===== src/design/pdrs_pkg.sv =====
// shared types, codes and default sizes for the priority dispatcher
// no dependencies; used by every design file and the checker
package pdrs_pkg;

  localparam int TAG_COUNT_DEF    = 64;
  localparam int QUEUE_DEPTH_DEF  = 16;
  localparam int ACTIVE_LIMIT_DEF = 16;
  localparam int NUM_CLASSES      = 3;
  localparam int RESERVED_URGENT  = 2;
  localparam int TAG_W            = 6;
  localparam int MAX_W            = 5;

  localparam logic [MAX_W-1:0] MAX_ACTIVE_RESET = 5'd6;

  localparam logic [1:0] CLS_LOW    = 2'd0;
  localparam logic [1:0] CLS_NORMAL = 2'd1;
  localparam logic [1:0] CLS_HIGH   = 2'd2;
  localparam logic [1:0] CLS_BAD    = 2'd3;

  typedef enum logic [1:0] {
    OP_SUBMIT = 2'd0,
    OP_FINISH = 2'd1,
    OP_CANCEL = 2'd2,
    OP_FLUSH  = 2'd3
  } op_t;

  typedef enum logic [1:0] {
    K_STARTED  = 2'd0,
    K_DROPPED  = 2'd1,
    K_FINISHED = 2'd2,
    K_REJECTED = 2'd3
  } kind_t;

  typedef enum logic [1:0] {
    ST_IDLE      = 2'd0,
    ST_QUEUED    = 2'd1,
    ST_CANCELLED = 2'd2,
    ST_ACTIVE    = 2'd3
  } status_t;

  typedef struct packed {
    status_t    status;
    logic [1:0] cls;
  } tag_entry_t;

  typedef struct packed {
    kind_t            kind;
    logic [TAG_W-1:0] tag;
    logic [1:0]       cls;
  } result_t;

  typedef enum logic [2:0] {
    S_IDLE,
    S_EVENT,
    S_FLUSH_RD,
    S_FLUSH_WR,
    S_PICK,
    S_POP_RD,
    S_POP_CHK,
    S_FINISH
  } state_t;

endpackage


===== src/design/pdrs_tag_table.sv =====
// per-tag status and class memory, one read and one write port, registered read
// valid flops make never-written entries read as idle; depends on pdrs_pkg
module pdrs_tag_table #(
  parameter int TAG_COUNT = pdrs_pkg::TAG_COUNT_DEF
) (
  input  logic                     clk,
  input  logic                     rst,
  input  logic                     rd_en,
  input  logic [$clog2(TAG_COUNT)-1:0] rd_addr,
  output pdrs_pkg::tag_entry_t     rd_data,
  input  logic                     wr_en,
  input  logic [$clog2(TAG_COUNT)-1:0] wr_addr,
  input  pdrs_pkg::tag_entry_t     wr_data
);

  pdrs_pkg::tag_entry_t mem [0:TAG_COUNT-1];
  logic [TAG_COUNT-1:0] valid;
  pdrs_pkg::tag_entry_t mem_q;
  logic                 valid_q;

  always_ff @(posedge clk) begin
    if (wr_en) begin
      mem[wr_addr] <= wr_data;
    end
    if (rd_en) begin
      mem_q <= mem[rd_addr];
    end
  end

  always_ff @(posedge clk) begin
    if (rst) begin
      valid   <= '0;
      valid_q <= 1'b0;
    end else begin
      if (wr_en) begin
        valid[wr_addr] <= 1'b1;
      end
      if (rd_en) begin
        valid_q <= valid[rd_addr];
      end
    end
  end

  // an entry never written reads as idle
  always_comb begin
    rd_data = mem_q;
    if (!valid_q) begin
      rd_data.status = pdrs_pkg::ST_IDLE;
    end
  end

endmodule


===== src/design/priority_dispatch_reserved_slots.sv =====
// strict-priority dispatcher: three tag queues in one memory, tag table, sequencer
// states per event: event, pick, finish; a popped entry adds pop read, pop check, pick
// flush: scans every queue, read + write per drop; the last beat shows the cycle after finish
// throughput: one item at a time; busy drops after the finish cycle that follows an empty pick
// reset: synchronous rst clears queues, counters, tag valid bits; max_active returns to 6
// results cannot be stalled: each beat is shown for one cycle with result_valid
module priority_dispatch_reserved_slots #(
  parameter int TAG_COUNT    = pdrs_pkg::TAG_COUNT_DEF,
  parameter int QUEUE_DEPTH  = pdrs_pkg::QUEUE_DEPTH_DEF,
  parameter int ACTIVE_LIMIT = pdrs_pkg::ACTIVE_LIMIT_DEF
) (
  input  logic                           clk,
  input  logic                           rst,
  // command channel
  input  logic                           start,
  output logic                           busy,
  input  logic [1:0]                     opcode,
  input  logic [pdrs_pkg::TAG_W-1:0]     tag,
  input  logic [1:0]                     priority_req,
  // max_active register write
  input  logic                           cfg_valid,
  output logic                           cfg_ready,
  input  logic [pdrs_pkg::MAX_W-1:0]     cfg_data,
  // result beats
  output logic                           result_valid,
  output logic [1:0]                     result_kind,
  output logic [pdrs_pkg::TAG_W-1:0]     result_tag,
  output logic [1:0]                     result_priority,
  output logic                           last_result
);

  localparam int TIW = $clog2(TAG_COUNT);
  localparam int QIW = $clog2(QUEUE_DEPTH);
  localparam int QFW = $clog2(QUEUE_DEPTH + 1);
  localparam int QAW = QIW + 2;
  localparam int ACW = $clog2(ACTIVE_LIMIT + 1);
  localparam int LW  = (ACW > pdrs_pkg::MAX_W) ? ACW : pdrs_pkg::MAX_W;
  localparam int TW  = pdrs_pkg::TAG_W;

  // ---------------------------------------------------------------------------
  // registers
  // ---------------------------------------------------------------------------
  pdrs_pkg::state_t  state, state_next;
  pdrs_pkg::op_t     op;
  logic [TW-1:0]     cur_tag;
  logic [1:0]        cur_cls;
  logic [1:0]        flush_q;     // queue being drained by a flush
  logic [1:0]        pop_q;       // queue of the entry being started
  logic [pdrs_pkg::MAX_W-1:0] max_active;

  logic [QIW-1:0]    head [0:pdrs_pkg::NUM_CLASSES-1];
  logic [QFW-1:0]    fill [0:pdrs_pkg::NUM_CLASSES-1];
  logic [ACW-1:0]    active_total;
  logic [ACW-1:0]    nonurgent_active;

  // one result is held back so the final beat of an item can carry last_result
  pdrs_pkg::result_t pend;
  logic              pend_valid;

  // queue storage, address is {class, ring index}
  logic [TW-1:0]     qmem [0:(1 << QAW)-1];
  logic [TW-1:0]     qm_rdata;

  // ---------------------------------------------------------------------------
  // combinational controls
  // ---------------------------------------------------------------------------
  logic              accept;
  logic              tag_ok;
  logic [TIW-1:0]    cur_idx;

  logic              tt_rd_en;
  logic [TIW-1:0]    tt_rd_addr;
  pdrs_pkg::tag_entry_t tt_rd_data;
  logic              tt_wr_en;
  logic [TIW-1:0]    tt_wr_addr;
  pdrs_pkg::tag_entry_t tt_wr_data;

  logic              qm_rd_en;
  logic [QAW-1:0]    qm_rd_addr;
  logic              qm_wr_en;
  logic [QAW-1:0]    qm_wr_addr;

  logic              push_en;
  logic              pop_en;
  logic [1:0]        pop_sel;
  logic              act_inc, act_dec, nu_inc, nu_dec;
  logic              flush_adv;

  logic              emit;
  pdrs_pkg::result_t emit_res;

  logic [LW-1:0]     lim, rsv, thresh;
  logic              pick_any;
  logic [1:0]        pick_sel;
  logic              queue_full;
  logic [QIW:0]      tail_sum;
  logic [QIW-1:0]    tail;

  assign accept    = start && !busy;
  assign busy      = (state != pdrs_pkg::S_IDLE);
  assign cfg_ready = !busy;
  assign tag_ok    = ({3'b000, cur_tag} < 9'(TAG_COUNT));
  assign cur_idx   = TIW'(cur_tag);

  // effective slot limit, clamped to 1..ACTIVE_LIMIT, and the share open to non-high work
  always_comb begin
    if (max_active == '0) begin
      lim = LW'(1);
    end else if (LW'(max_active) > LW'(ACTIVE_LIMIT)) begin
      lim = LW'(ACTIVE_LIMIT);
    end else begin
      lim = LW'(max_active);
    end
    rsv    = ((lim - LW'(1)) < LW'(pdrs_pkg::RESERVED_URGENT)) ?
             (lim - LW'(1)) : LW'(pdrs_pkg::RESERVED_URGENT);
    thresh = lim - rsv;
  end

  // which queue to start from next: high first, then normal, then low
  always_comb begin
    pick_any = 1'b0;
    pick_sel = pdrs_pkg::CLS_LOW;
    if (LW'(active_total) < lim) begin
      if (fill[pdrs_pkg::CLS_HIGH] != '0) begin
        pick_any = 1'b1;
        pick_sel = pdrs_pkg::CLS_HIGH;
      end else if (LW'(nonurgent_active) < thresh) begin
        if (fill[pdrs_pkg::CLS_NORMAL] != '0) begin
          pick_any = 1'b1;
          pick_sel = pdrs_pkg::CLS_NORMAL;
        end else if (fill[pdrs_pkg::CLS_LOW] != '0) begin
          pick_any = 1'b1;
          pick_sel = pdrs_pkg::CLS_LOW;
        end
      end
    end
  end

  // push slot of the submitted class; head + fill stays below twice the depth
  assign queue_full = (fill[cur_cls] == QFW'(QUEUE_DEPTH));
  assign tail_sum   = {1'b0, head[cur_cls]} + (QIW+1)'(fill[cur_cls]);
  assign tail       = (tail_sum >= (QIW+1)'(QUEUE_DEPTH)) ?
                      QIW'(tail_sum - (QIW+1)'(QUEUE_DEPTH)) : QIW'(tail_sum);

  // ---------------------------------------------------------------------------
  // next state
  // ---------------------------------------------------------------------------
  always_comb begin
    state_next = state;
    case (state)
      pdrs_pkg::S_IDLE: begin
        if (accept) begin
          state_next = pdrs_pkg::S_EVENT;
        end
      end
      pdrs_pkg::S_EVENT: begin
        if (op == pdrs_pkg::OP_FLUSH) begin
          state_next = pdrs_pkg::S_FLUSH_RD;
        end else begin
          state_next = pdrs_pkg::S_PICK;
        end
      end
      pdrs_pkg::S_FLUSH_RD: begin
        if (fill[flush_q] != '0) begin
          state_next = pdrs_pkg::S_FLUSH_WR;
        end else if (flush_q == pdrs_pkg::CLS_HIGH) begin
          state_next = pdrs_pkg::S_PICK;
        end
      end
      pdrs_pkg::S_FLUSH_WR: state_next = pdrs_pkg::S_FLUSH_RD;
      pdrs_pkg::S_PICK: begin
        if (pick_any) begin
          state_next = pdrs_pkg::S_POP_RD;
        end else begin
          state_next = pdrs_pkg::S_FINISH;
        end
      end
      pdrs_pkg::S_POP_RD:  state_next = pdrs_pkg::S_POP_CHK;
      pdrs_pkg::S_POP_CHK: state_next = pdrs_pkg::S_PICK;
      pdrs_pkg::S_FINISH:  state_next = pdrs_pkg::S_IDLE;
      default:             state_next = pdrs_pkg::S_IDLE;
    endcase
  end

  // ---------------------------------------------------------------------------
  // per-state actions: memory requests, counter steps and result beats
  // every access to a tag or queue entry finishes before the next one starts, in order,
  // so no two accesses to the same entry overlap
  // ---------------------------------------------------------------------------
  always_comb begin
    tt_rd_en   = 1'b0;
    tt_rd_addr = TIW'(tag);
    tt_wr_en   = 1'b0;
    tt_wr_addr = cur_idx;
    tt_wr_data = tt_rd_data;
    qm_rd_en   = 1'b0;
    qm_rd_addr = {pick_sel, head[pick_sel]};
    qm_wr_en   = 1'b0;
    qm_wr_addr = {cur_cls, tail};
    push_en    = 1'b0;
    pop_en     = 1'b0;
    pop_sel    = pick_sel;
    act_inc    = 1'b0;
    act_dec    = 1'b0;
    nu_inc     = 1'b0;
    nu_dec     = 1'b0;
    flush_adv  = 1'b0;
    emit       = 1'b0;
    emit_res   = '{kind: pdrs_pkg::K_REJECTED, tag: cur_tag, cls: cur_cls};
    case (state)
      pdrs_pkg::S_IDLE: begin
        tt_rd_en = accept;
      end
      pdrs_pkg::S_EVENT: begin
        case (op)
          pdrs_pkg::OP_SUBMIT: begin
            if (!tag_ok || tt_rd_data.status != pdrs_pkg::ST_IDLE || queue_full) begin
              emit = 1'b1;
            end else begin
              qm_wr_en   = 1'b1;
              push_en    = 1'b1;
              tt_wr_en   = 1'b1;
              tt_wr_data = '{status: pdrs_pkg::ST_QUEUED, cls: cur_cls};
            end
          end
          pdrs_pkg::OP_FINISH: begin
            if (tag_ok && tt_rd_data.status == pdrs_pkg::ST_ACTIVE) begin
              tt_wr_en          = 1'b1;
              tt_wr_data.status = pdrs_pkg::ST_IDLE;
              act_dec           = 1'b1;
              nu_dec            = (tt_rd_data.cls != pdrs_pkg::CLS_HIGH);
              emit              = 1'b1;
              emit_res          = '{kind: pdrs_pkg::K_FINISHED, tag: cur_tag,
                                    cls: tt_rd_data.cls};
            end
          end
          pdrs_pkg::OP_CANCEL: begin
            if (tag_ok && tt_rd_data.status == pdrs_pkg::ST_QUEUED) begin
              tt_wr_en          = 1'b1;
              tt_wr_data.status = pdrs_pkg::ST_CANCELLED;
            end else if (tag_ok && tt_rd_data.status == pdrs_pkg::ST_ACTIVE) begin
              // slot freed at once, no beat
              tt_wr_en          = 1'b1;
              tt_wr_data.status = pdrs_pkg::ST_IDLE;
              act_dec           = 1'b1;
              nu_dec            = (tt_rd_data.cls != pdrs_pkg::CLS_HIGH);
            end
          end
          default: begin
          end
        endcase
      end
      pdrs_pkg::S_FLUSH_RD: begin
        qm_rd_addr = {flush_q, head[flush_q]};
        pop_sel    = flush_q;
        if (fill[flush_q] != '0) begin
          qm_rd_en = 1'b1;
          pop_en   = 1'b1;
        end else begin
          flush_adv = (flush_q != pdrs_pkg::CLS_HIGH);
        end
      end
      pdrs_pkg::S_FLUSH_WR: begin
        // cancelled entries are reported as dropped too
        tt_wr_en   = 1'b1;
        tt_wr_addr = TIW'(qm_rdata);
        tt_wr_data = '{status: pdrs_pkg::ST_IDLE, cls: flush_q};
        emit       = 1'b1;
        emit_res   = '{kind: pdrs_pkg::K_DROPPED, tag: qm_rdata, cls: flush_q};
      end
      pdrs_pkg::S_PICK: begin
        if (pick_any) begin
          qm_rd_en = 1'b1;
          pop_en   = 1'b1;
        end
      end
      pdrs_pkg::S_POP_RD: begin
        tt_rd_en   = 1'b1;
        tt_rd_addr = TIW'(qm_rdata);
      end
      pdrs_pkg::S_POP_CHK: begin
        tt_wr_en   = 1'b1;
        tt_wr_addr = TIW'(qm_rdata);
        if (tt_rd_data.status == pdrs_pkg::ST_QUEUED) begin
          tt_wr_data.status = pdrs_pkg::ST_ACTIVE;
          act_inc           = 1'b1;
          nu_inc            = (pop_q != pdrs_pkg::CLS_HIGH);
          emit              = 1'b1;
          emit_res          = '{kind: pdrs_pkg::K_STARTED, tag: qm_rdata, cls: pop_q};
        end else begin
          // cancelled while queued: dropped silently
          tt_wr_data.status = pdrs_pkg::ST_IDLE;
        end
      end
      default: begin
      end
    endcase
  end

  // ---------------------------------------------------------------------------
  // tag table
  // ---------------------------------------------------------------------------
  pdrs_tag_table #(
    .TAG_COUNT (TAG_COUNT)
  ) u_tag_table (
    .clk     (clk),
    .rst     (rst),
    .rd_en   (tt_rd_en),
    .rd_addr (tt_rd_addr),
    .rd_data (tt_rd_data),
    .wr_en   (tt_wr_en),
    .wr_addr (tt_wr_addr),
    .wr_data (tt_wr_data)
  );

  // ---------------------------------------------------------------------------
  // queue memory
  // ---------------------------------------------------------------------------
  always_ff @(posedge clk) begin
    if (qm_wr_en) begin
      qmem[qm_wr_addr] <= cur_tag;
    end
    if (qm_rd_en) begin
      qm_rdata <= qmem[qm_rd_addr];
    end
  end

  // ---------------------------------------------------------------------------
  // control and counter registers
  // ---------------------------------------------------------------------------
  always_ff @(posedge clk) begin
    if (rst) begin
      state            <= pdrs_pkg::S_IDLE;
      max_active       <= pdrs_pkg::MAX_ACTIVE_RESET;
      active_total     <= '0;
      nonurgent_active <= '0;
      flush_q          <= pdrs_pkg::CLS_LOW;
      for (int i = 0; i < pdrs_pkg::NUM_CLASSES; i++) begin
        head[i] <= '0;
        fill[i] <= '0;
      end
    end else begin
      state <= state_next;
      if (cfg_valid && cfg_ready) begin
        max_active <= cfg_data;
      end
      if (accept) begin
        flush_q <= pdrs_pkg::CLS_LOW;
      end else if (flush_adv) begin
        flush_q <= flush_q + 2'd1;
      end
      if (push_en) begin
        fill[cur_cls] <= fill[cur_cls] + QFW'(1);
      end
      if (pop_en) begin
        fill[pop_sel] <= fill[pop_sel] - QFW'(1);
        head[pop_sel] <= (head[pop_sel] == QIW'(QUEUE_DEPTH - 1)) ?
                         '0 : head[pop_sel] + QIW'(1);
      end
      if (act_inc) begin
        active_total <= active_total + ACW'(1);
      end else if (act_dec && active_total != '0) begin
        active_total <= active_total - ACW'(1);
      end
      if (nu_inc) begin
        nonurgent_active <= nonurgent_active + ACW'(1);
      end else if (nu_dec && nonurgent_active != '0) begin
        nonurgent_active <= nonurgent_active - ACW'(1);
      end
    end
  end

  // latched command fields; priority three counts as high
  always_ff @(posedge clk) begin
    if (accept) begin
      op      <= pdrs_pkg::op_t'(opcode);
      cur_tag <= tag;
      cur_cls <= (priority_req == pdrs_pkg::CLS_BAD) ? pdrs_pkg::CLS_HIGH : priority_req;
    end
    if (state == pdrs_pkg::S_PICK) begin
      pop_q <= pick_sel;
    end
  end

  // ---------------------------------------------------------------------------
  // result beats: each new result pushes out the held one; the held one
  // leaves with last_result set when the item finishes
  // ---------------------------------------------------------------------------
  always_ff @(posedge clk) begin
    if (rst) begin
      result_valid <= 1'b0;
      pend_valid   <= 1'b0;
    end else begin
      result_valid <= 1'b0;
      if (emit) begin
        pend       <= emit_res;
        pend_valid <= 1'b1;
        if (pend_valid) begin
          result_valid    <= 1'b1;
          result_kind     <= pend.kind;
          result_tag      <= pend.tag;
          result_priority <= pend.cls;
          last_result     <= 1'b0;
        end
      end else if (state == pdrs_pkg::S_FINISH && pend_valid) begin
        pend_valid      <= 1'b0;
        result_valid    <= 1'b1;
        result_kind     <= pend.kind;
        result_tag      <= pend.tag;
        result_priority <= pend.cls;
        last_result     <= 1'b1;
      end
    end
  end

endmodule


===== config.mk =====
export PLATFORM = sky130hd
export DESIGN_NAME = priority_dispatch_reserved_slots
export DESIGN_NICKNAME = d
export VERILOG_FILES = /design/src/design/pdrs_pkg.sv /design/src/design/pdrs_tag_table.sv /design/src/design/priority_dispatch_reserved_slots.sv
export SDC_FILE = /design/constraint.sdc
export NUM_CORES = 1
export LEC_CHECK = 0
export BUFFER_PORTS_ARGS = -buffer_cell sky130_fd_sc_hd__buf_2
export CAP_MARGIN = 20
export CORE_MARGIN = 2
export CORE_UTILIZATION = 30
export CTS_CLUSTER_DIAMETER = 40
export DETAILED_ROUTE_END_ITERATION = 6
export SKIP_CTS_REPAIR_TIMING = 1
export SLEW_MARGIN = 0
export SYNTH_ARGS = -nofsm -noshare
export SYNTH_HDL_FRONTEND = slang
export SYNTH_SLANG_ARGS = --single-unit

===== constraint.sdc =====
create_clock -name clk -period 6 [get_ports clk]
set_clock_uncertainty 0.2 [all_clocks]
set_input_delay 0.6 -clock clk [delete_from_list [all_inputs] [get_ports clk]]
set_output_delay 0.6 -clock clk [all_outputs]
set_load 0.05 [all_outputs]

==> summary.txt, run 1 <==
Global Route Usage Sum -> 0.155
Final Wtd Congestion -> 0.888
Final period util -> 1.00
Commonest non-fill, non-tap cell in the layout -> edfxtp_1
Post-Route WL -> 97000 um
WL per Instance -> 21.3 um
Final Slew Violations -> 0
Maxcap violations -> 0
Seq/Total Area, Yosys -> 0.670
Pin count of the biggest net entering global routing -> 70
CP endpoint kind -> flip-flop
Least-Margin Pin Slew -> 1.01 ns
Mapped cell area -> 34900 um^2
Worst Path Required -> 6.23 ns
Remaining DRCs -> 0
Die span in x -> 345 um
Leak pwr -> 14.6 nW
Fmax -> 166 MHz
Final WS setup -> -0.00913 ns
CP max-delay cell -> mux4_2
Critical path depth -> 27
Slowest stage delay, CP -> 0.53 ns
Internal power -> 0.0115 W
Final core utilization -> 0.371
Async S/R FF share, synth -> 0
CTS tree -> done
Pre-CTS setup slack -> -0.200 ns
Setup violators final -> 1
Crit path time final -> 6.01 ns
Die span in y -> 345 um
Net Sw Frac -> 0.276
Worst hold path type -> input port to flip-flop
GRT overflow -> 0
Post-synth EDFFs -> 719
Avg Vias per Cell -> 5.13
Share of cells above drive strength 1 -> 0.199
Max H-tree Level -> 3
Status -> complete, but fails checks
I/O pin cnt -> 33
Syn avg cell area -> 12.8 um^2
Crit Path Max Fanout -> 6
DR vias -> 23400
Initial Util -> 0.301
TritonCTS Buffers -> 108
Setup TNS -> -0.00913 ns
Clk_lat worst skew -> 0.70 ns
Sw power -> 0.00437 W
First-pass GRT wire length -> 142000 um
Clock group share of total power -> 0.422
Clk buf depth -> 3
Pwr Density -> 369 nW/um^2
Post-DRT Antenna Nets -> 0
Number of global-route vias before repair -> 22700
Initial antenna violation count -> 4
Critical path arrival -> 6.24 ns
Antenna diode count -> 0
Sink Count -> 810
Crit path max-delay family -> compound AO/OA/AOI/OAI gates
Final nets -> 3001
Hpwl dp -> 61600 um
Ys Warns -> 0
Max_slew headroom -> 0.312
Synthesized Nets -> 2792
Yosys cell types -> 84
Clk root buf -> clkbuf_16
DIE AREA -> 119000 um^2
Register area -> 23400 um^2
Buffers plus inverters on the worst setup path -> 4
Final Hold Viols -> 0
Commonest non-fill, non-tap cells in the layout -> edfxtp_1 (719), nand2_1 (384), nor2_1 (315)
WS Path Type -> flip-flop to flip-flop
CTS clk-pin slew, worst paths -> 0.06 ns
# fillers -> 10900
Number of port buffers -> 32
Mapped Cells -> 2736
Multi-input logic area -> 11300 um^2
DRT iter0 DRCs -> 2382
RSZ-0062 raised after global routing -> yes
Combinational group share of total power -> 0.176
Rows -> 125
Hold depth -> 3
Overall Power -> 0.0159 W
R2r worst-path depth -> 27
Failing checks -> setup timing
Synth Register Bits -> 810
Core area -> 116000 um^2
Setup crit start kind -> flip-flop
Synthesis-to-layout area growth -> 23.0%
Maximum VDD drop -> 255 uV
Ys flop type -> edfxtp_1
Seq pwr share -> 0.402
Pre-antenna DRT Iters -> 6
-- flip-flops by register name, summed over array words and instances (netlist names), 2 cells and up, named ones only --
signal	flops
op	2
active_total	5
u_tag_table.rd_data	2
u_tag_table.mem_q	2
nonurgent_active	5
cur_cls	2
cur_idx	6
pend	10
u_tag_table.mem	256
u_tag_table.valid	64
result_priority	2
head	16
flush_q	2
qmem	384
qm_rdata	6
fill	20
state	3
pop_q	2
result_kind	2
max_active	5
result_tag	6
-- Yosys cell counts, types with 12 or more instances --
library cell    n  share of area
a211oi_1      140          0.030
a21o_1         12         0.0026
a21oi_1        93          0.013
a22oi_1        12         0.0026
a311oi_1       46          0.012
a31oi_1        54         0.0097
and2_1         81          0.015
and3_1         20         0.0036
buf_1          14         0.0015
buf_2          39         0.0056
clkbuf_1       98          0.011
dfxtp_1        91          0.052
edfxtp_1      719           0.62
ha_1           34          0.012
inv_1          35         0.0038
mux2_2         23         0.0074
mux2i_1        96          0.028
mux4_2         27          0.017
nand2_1       384          0.041
nand2b_1       23         0.0041
nand3_1        78          0.011
nand4_1        18         0.0032
nor2_1        320          0.034
nor2b_1        14         0.0025
nor3_1         31         0.0044
o21ai_0        41         0.0059
o21ba_2        13         0.0037
o22ai_1        12         0.0021
xnor2_1        18         0.0045
-- cell type report --
cell class,count,share of cell area
clock buffer,123,0.0644
multi-input combinational,1728,0.263
inverter,37,0.00323
sequential,810,0.545
clock inverter,79,0.0246
timing repair buffer,260,0.0553
tap,1524,0.0444
-- power by group through the flow --
stage	Sequential [W]	Clock [W]	Combinational, W
CTS	0.00637	0.00677	0.00236
global route	0.00638	0.00701	0.00296
finish	0.00637	0.00669	0.00279
floorplan	0.00649	0	0.00137
global placement	0.00649	0	0.00234
detailed placement	0.00649	0	0.00235
-- stage by stage --
stage | hold slack, ns | cells | cell area, um^2
CTS | -0.137 | 4500 | 41700
floorplan | 0.200 | 2736 | 34900
global placement | 0.207 | 4298 | 37900
detailed placement | 0.206 | 4298 | 37900
finish | 0.0288 | 4561 | 43000
global route | 0.00470 | 4561 | 43000
-- tightest hold or removal path: cells and delay by family --
family / cells / cell delay, ns
AOI/OAI and AO/OA: 1 / 0.05
and+or+nand+nor: 1 / 0.08
buffers and inverters: 1 / 0.13
-- per-layer routing --
layer,track usage,wire length (um),vias up
met2,0.243,44200,969
met1,0.209,42100,11500
met5,0,40,-
li1,-,-,10700
met3,0.0340,7160,223
met4,0.0598,3550,6
-- worst paths after layout --
kind | from | endpoint | slack, ns
hold reg to reg | pend[3] | result_tag[1] | 0.22
hold / removal | cfg_valid | max_active[0] | 0.03
setup / recovery | max_active[3] | qm_rdata[3] | -0.009
setup reg to reg | max_active[3] | qm_rdata[3] | -0.009
-- cell families (layout without fill, tap and decap cells) --
kind of cell | Yosys count | in the layout | synth area share
muxes | 146 | 146 | 0.0523
adders and majority gates | 37 | 37 | 0.0139
DFF | 810 | 810 | 0.670
and+or+nand+nor | 1012 | 1012 | 0.129
AOI/OAI and AO/OA | 509 | 509 | 0.104
buffers and inverters | 198 | 499 | 0.0241
xor gates and xnor gates | 24 | 24 | 0.00602
Power figures use the tool's default switching activity.
==> run 2: changes to the inputs <==
--- a/config.mk
+++ b/config.mk
@@ -11,6 +11,7 @@
 export CORE_UTILIZATION = 30
 export CTS_CLUSTER_DIAMETER = 40
 export DETAILED_ROUTE_END_ITERATION = 6
+export GPL_TIMING_DRIVEN = 0
 export SKIP_CTS_REPAIR_TIMING = 1
 export SLEW_MARGIN = 0
 export SYNTH_ARGS = -nofsm -noshare
==> constraint.sdc (replaced) <==
create_clock -name clk -period 5.7 [get_ports clk]
set_clock_uncertainty 0.2 [all_clocks]
set_input_delay 0.57 -clock clk [delete_from_list [all_inputs] [get_ports clk]]
set_output_delay 0.57 -clock clk [all_outputs]
set_load 0.05 [all_outputs]
==> summary.txt, run 2 (synthesized netlist as in run 1, its figures left out) <==
First-pass GRT wire length -> 156000 um
Max_slew headroom -> 0.292
DP Cell Count -> 4315
Remaining DRCs -> 0
Crit path max-delay family -> compound AO/OA/AOI/OAI gates
Buffers plus inverters on the worst setup path -> 2
Non-Filler Cell Area, Final -> 43000 um^2
Worst hold path type -> input port to flip-flop
Max FFs per register -> 384
Pin count of the biggest net entering global routing -> 31
Biggest register -> qmem
Maxcap violations -> 0
Worst Path Required -> 5.83 ns
GRT overflow -> 0
Least-Margin Pin Slew -> 1.03 ns
CP cell instances -> or3_4 -> a21oi_4 -> inv_1 -> ha_2 -> xnor2_2 -> nand3_2 -> nor2_2 -> mux2i_1 -> nor2_1 -> ha_2 -> nor4_2 -> a22oi_1 -> ha_1 -> nand4_1 -> o311ai_4 -> nor4_4 -> a211o_4 -> o21ai_4 -> buf_12 -> mux2_2 -> o21ai_0 -> o22ai_1 -> a2111oi_4 -> nand4_1
Maximum VDD drop -> 241 uV
Core area -> 116000 um^2
Clk root buf -> clkbuf_16
Initial Util -> 0.301
RSZ-0062 raised after global routing -> yes
Final Wtd Congestion -> 0.979
Fmax -> 151 MHz
Final Hold Viols -> 0
Sink Count -> 810
TritonCTS Buffers -> 101
DR vias -> 24700
Number of global-route vias before repair -> 23300
Post-Route WL -> 110000 um
Final WS setup -> -0.912 ns
Global Route Usage Sum -> 0.177
Hpwl dp -> 75100 um
Final period util -> 1.16
Final nets -> 3027
Number of port buffers -> 31
Clk buf depth -> 3
Failing checks -> setup timing
Die span in x -> 345 um
DRT iter0 DRCs -> 3269
Crit Path Max Fanout -> 6
Synthesis-to-layout area growth -> 23.1%
WL per Instance -> 24.1 um
Number of non-filler instances in the completed layout -> 4585
Crit path time final -> 6.61 ns
I/O pin cnt -> 33
Avg Vias per Cell -> 5.38
Rows -> 125
Die span in y -> 345 um
Max H-tree Level -> 3
Largest regs -> qmem (384), u_tag_table.mem (256), u_tag_table.valid (64)
CP endpoint kind -> flip-flop
Worst Hold Launch -> cfg_data[0]
Slowest stage delay, CP -> 0.55 ns
WS Path Type -> flip-flop to flip-flop
CTS tree -> done
DIE AREA -> 119000 um^2
Initial antenna violation count -> 8
Post-place instance area -> 37700 um^2
CTS clk-pin slew, worst paths -> 0.06 ns
Pwr Density -> 385 nW/um^2
Critical path launch point -> max_active[2]
Commonest non-fill, non-tap cells in the layout -> edfxtp_1 (719), nand2_1 (378), nor2_1 (305)
Post-DRT Antenna Nets -> 0
CP max-delay cell -> o311ai_4
Critical path arrival -> 6.74 ns
Share of cells above drive strength 1 -> 0.183
Status -> complete, but fails checks
Hold_ws -> 0.0106 ns
Setup crit start kind -> flip-flop
Worst R2R Start -> max_active[2]
Leak pwr -> 14.4 nW
Setup violators final -> 56
Final Slew Violations -> 0
Commonest non-fill, non-tap cell in the layout -> edfxtp_1
Clk_lat worst skew -> 0.68 ns
Pre-antenna DRT Iters -> 6
-- run 2: changes by cell type in the layout (fill, tap and decap cells not counted), sizes merged --
cell / before / now
buf: 240 / 186
clkinv: 31 / 30
clkbuf: 133 / 223
bufinv: 15 / 12
clkinvlp: 13 / 7
inv: 57 / 54
diode: 0 / 2
dlygate4sd3: 10 / 9
-- run 2: power by group --
part	total, W	internal (W)	switching [W]
Combinational	0.00320	0.00115	0.00205
Clock	0.00665	0.00401	0.00265
Sequential	0.00671	0.00663	0.0000727
Total	0.0166	0.0118	0.00477
-- run 2: through the flow --
step                setup TNS [ns]   util  setup slack [ns]  total power, W
floorplan                        0      -            0.0221         0.00828
global placement           -926.08  0.320             -5.03         0.00933
detailed placement          -44.25  0.325             -2.07         0.00941
CTS                         -45.85  0.356             -2.11          0.0160
global route                -25.81  0.371             -1.08          0.0170
finish                      -12.78  0.371            -0.912          0.0166
-- run 2: layout make-up --
cell class                 count  area (um^2)
multi-input combinational   1728        11500
clock buffer                 125         2730
buffer                       158         1020
sequential                   810        23400
timing repair buffer         135         1520
tap                         1524         1910
inverter                      37          139
clock inverter                66          798
fill                       10900        72900
antenna                        2         5.00
-- run 2: final timing paths --
check | to | slack, ns | cells after the start
worst max-delay path | qm_rdata[2] | -0.91 | 24
worst min-delay path | max_active[0] | 0.01 | 3
worst max register to register | qm_rdata[2] | -0.91 | 24
worst min register to register | result_tag[1] | 0.21 | 0
-- run 2: routing by layer --
layer	wire (um)	track usage	share of wire	vias up
met3	12000	0.0448	0.11	300
met2	49600	0.276	0.45	1447
met4	4720	0.0747	0.043	10
met5	69	0	0.00062	-
met1	44000	0.233	0.40	12200
li1	-	-	-	10800
-- run 2: tightest hold or removal path: cells and delay by family --
family	cells	cell delay [ns]
compound gates	1	0.07
buf+inv	1	0.10
simple gates	1	0.08
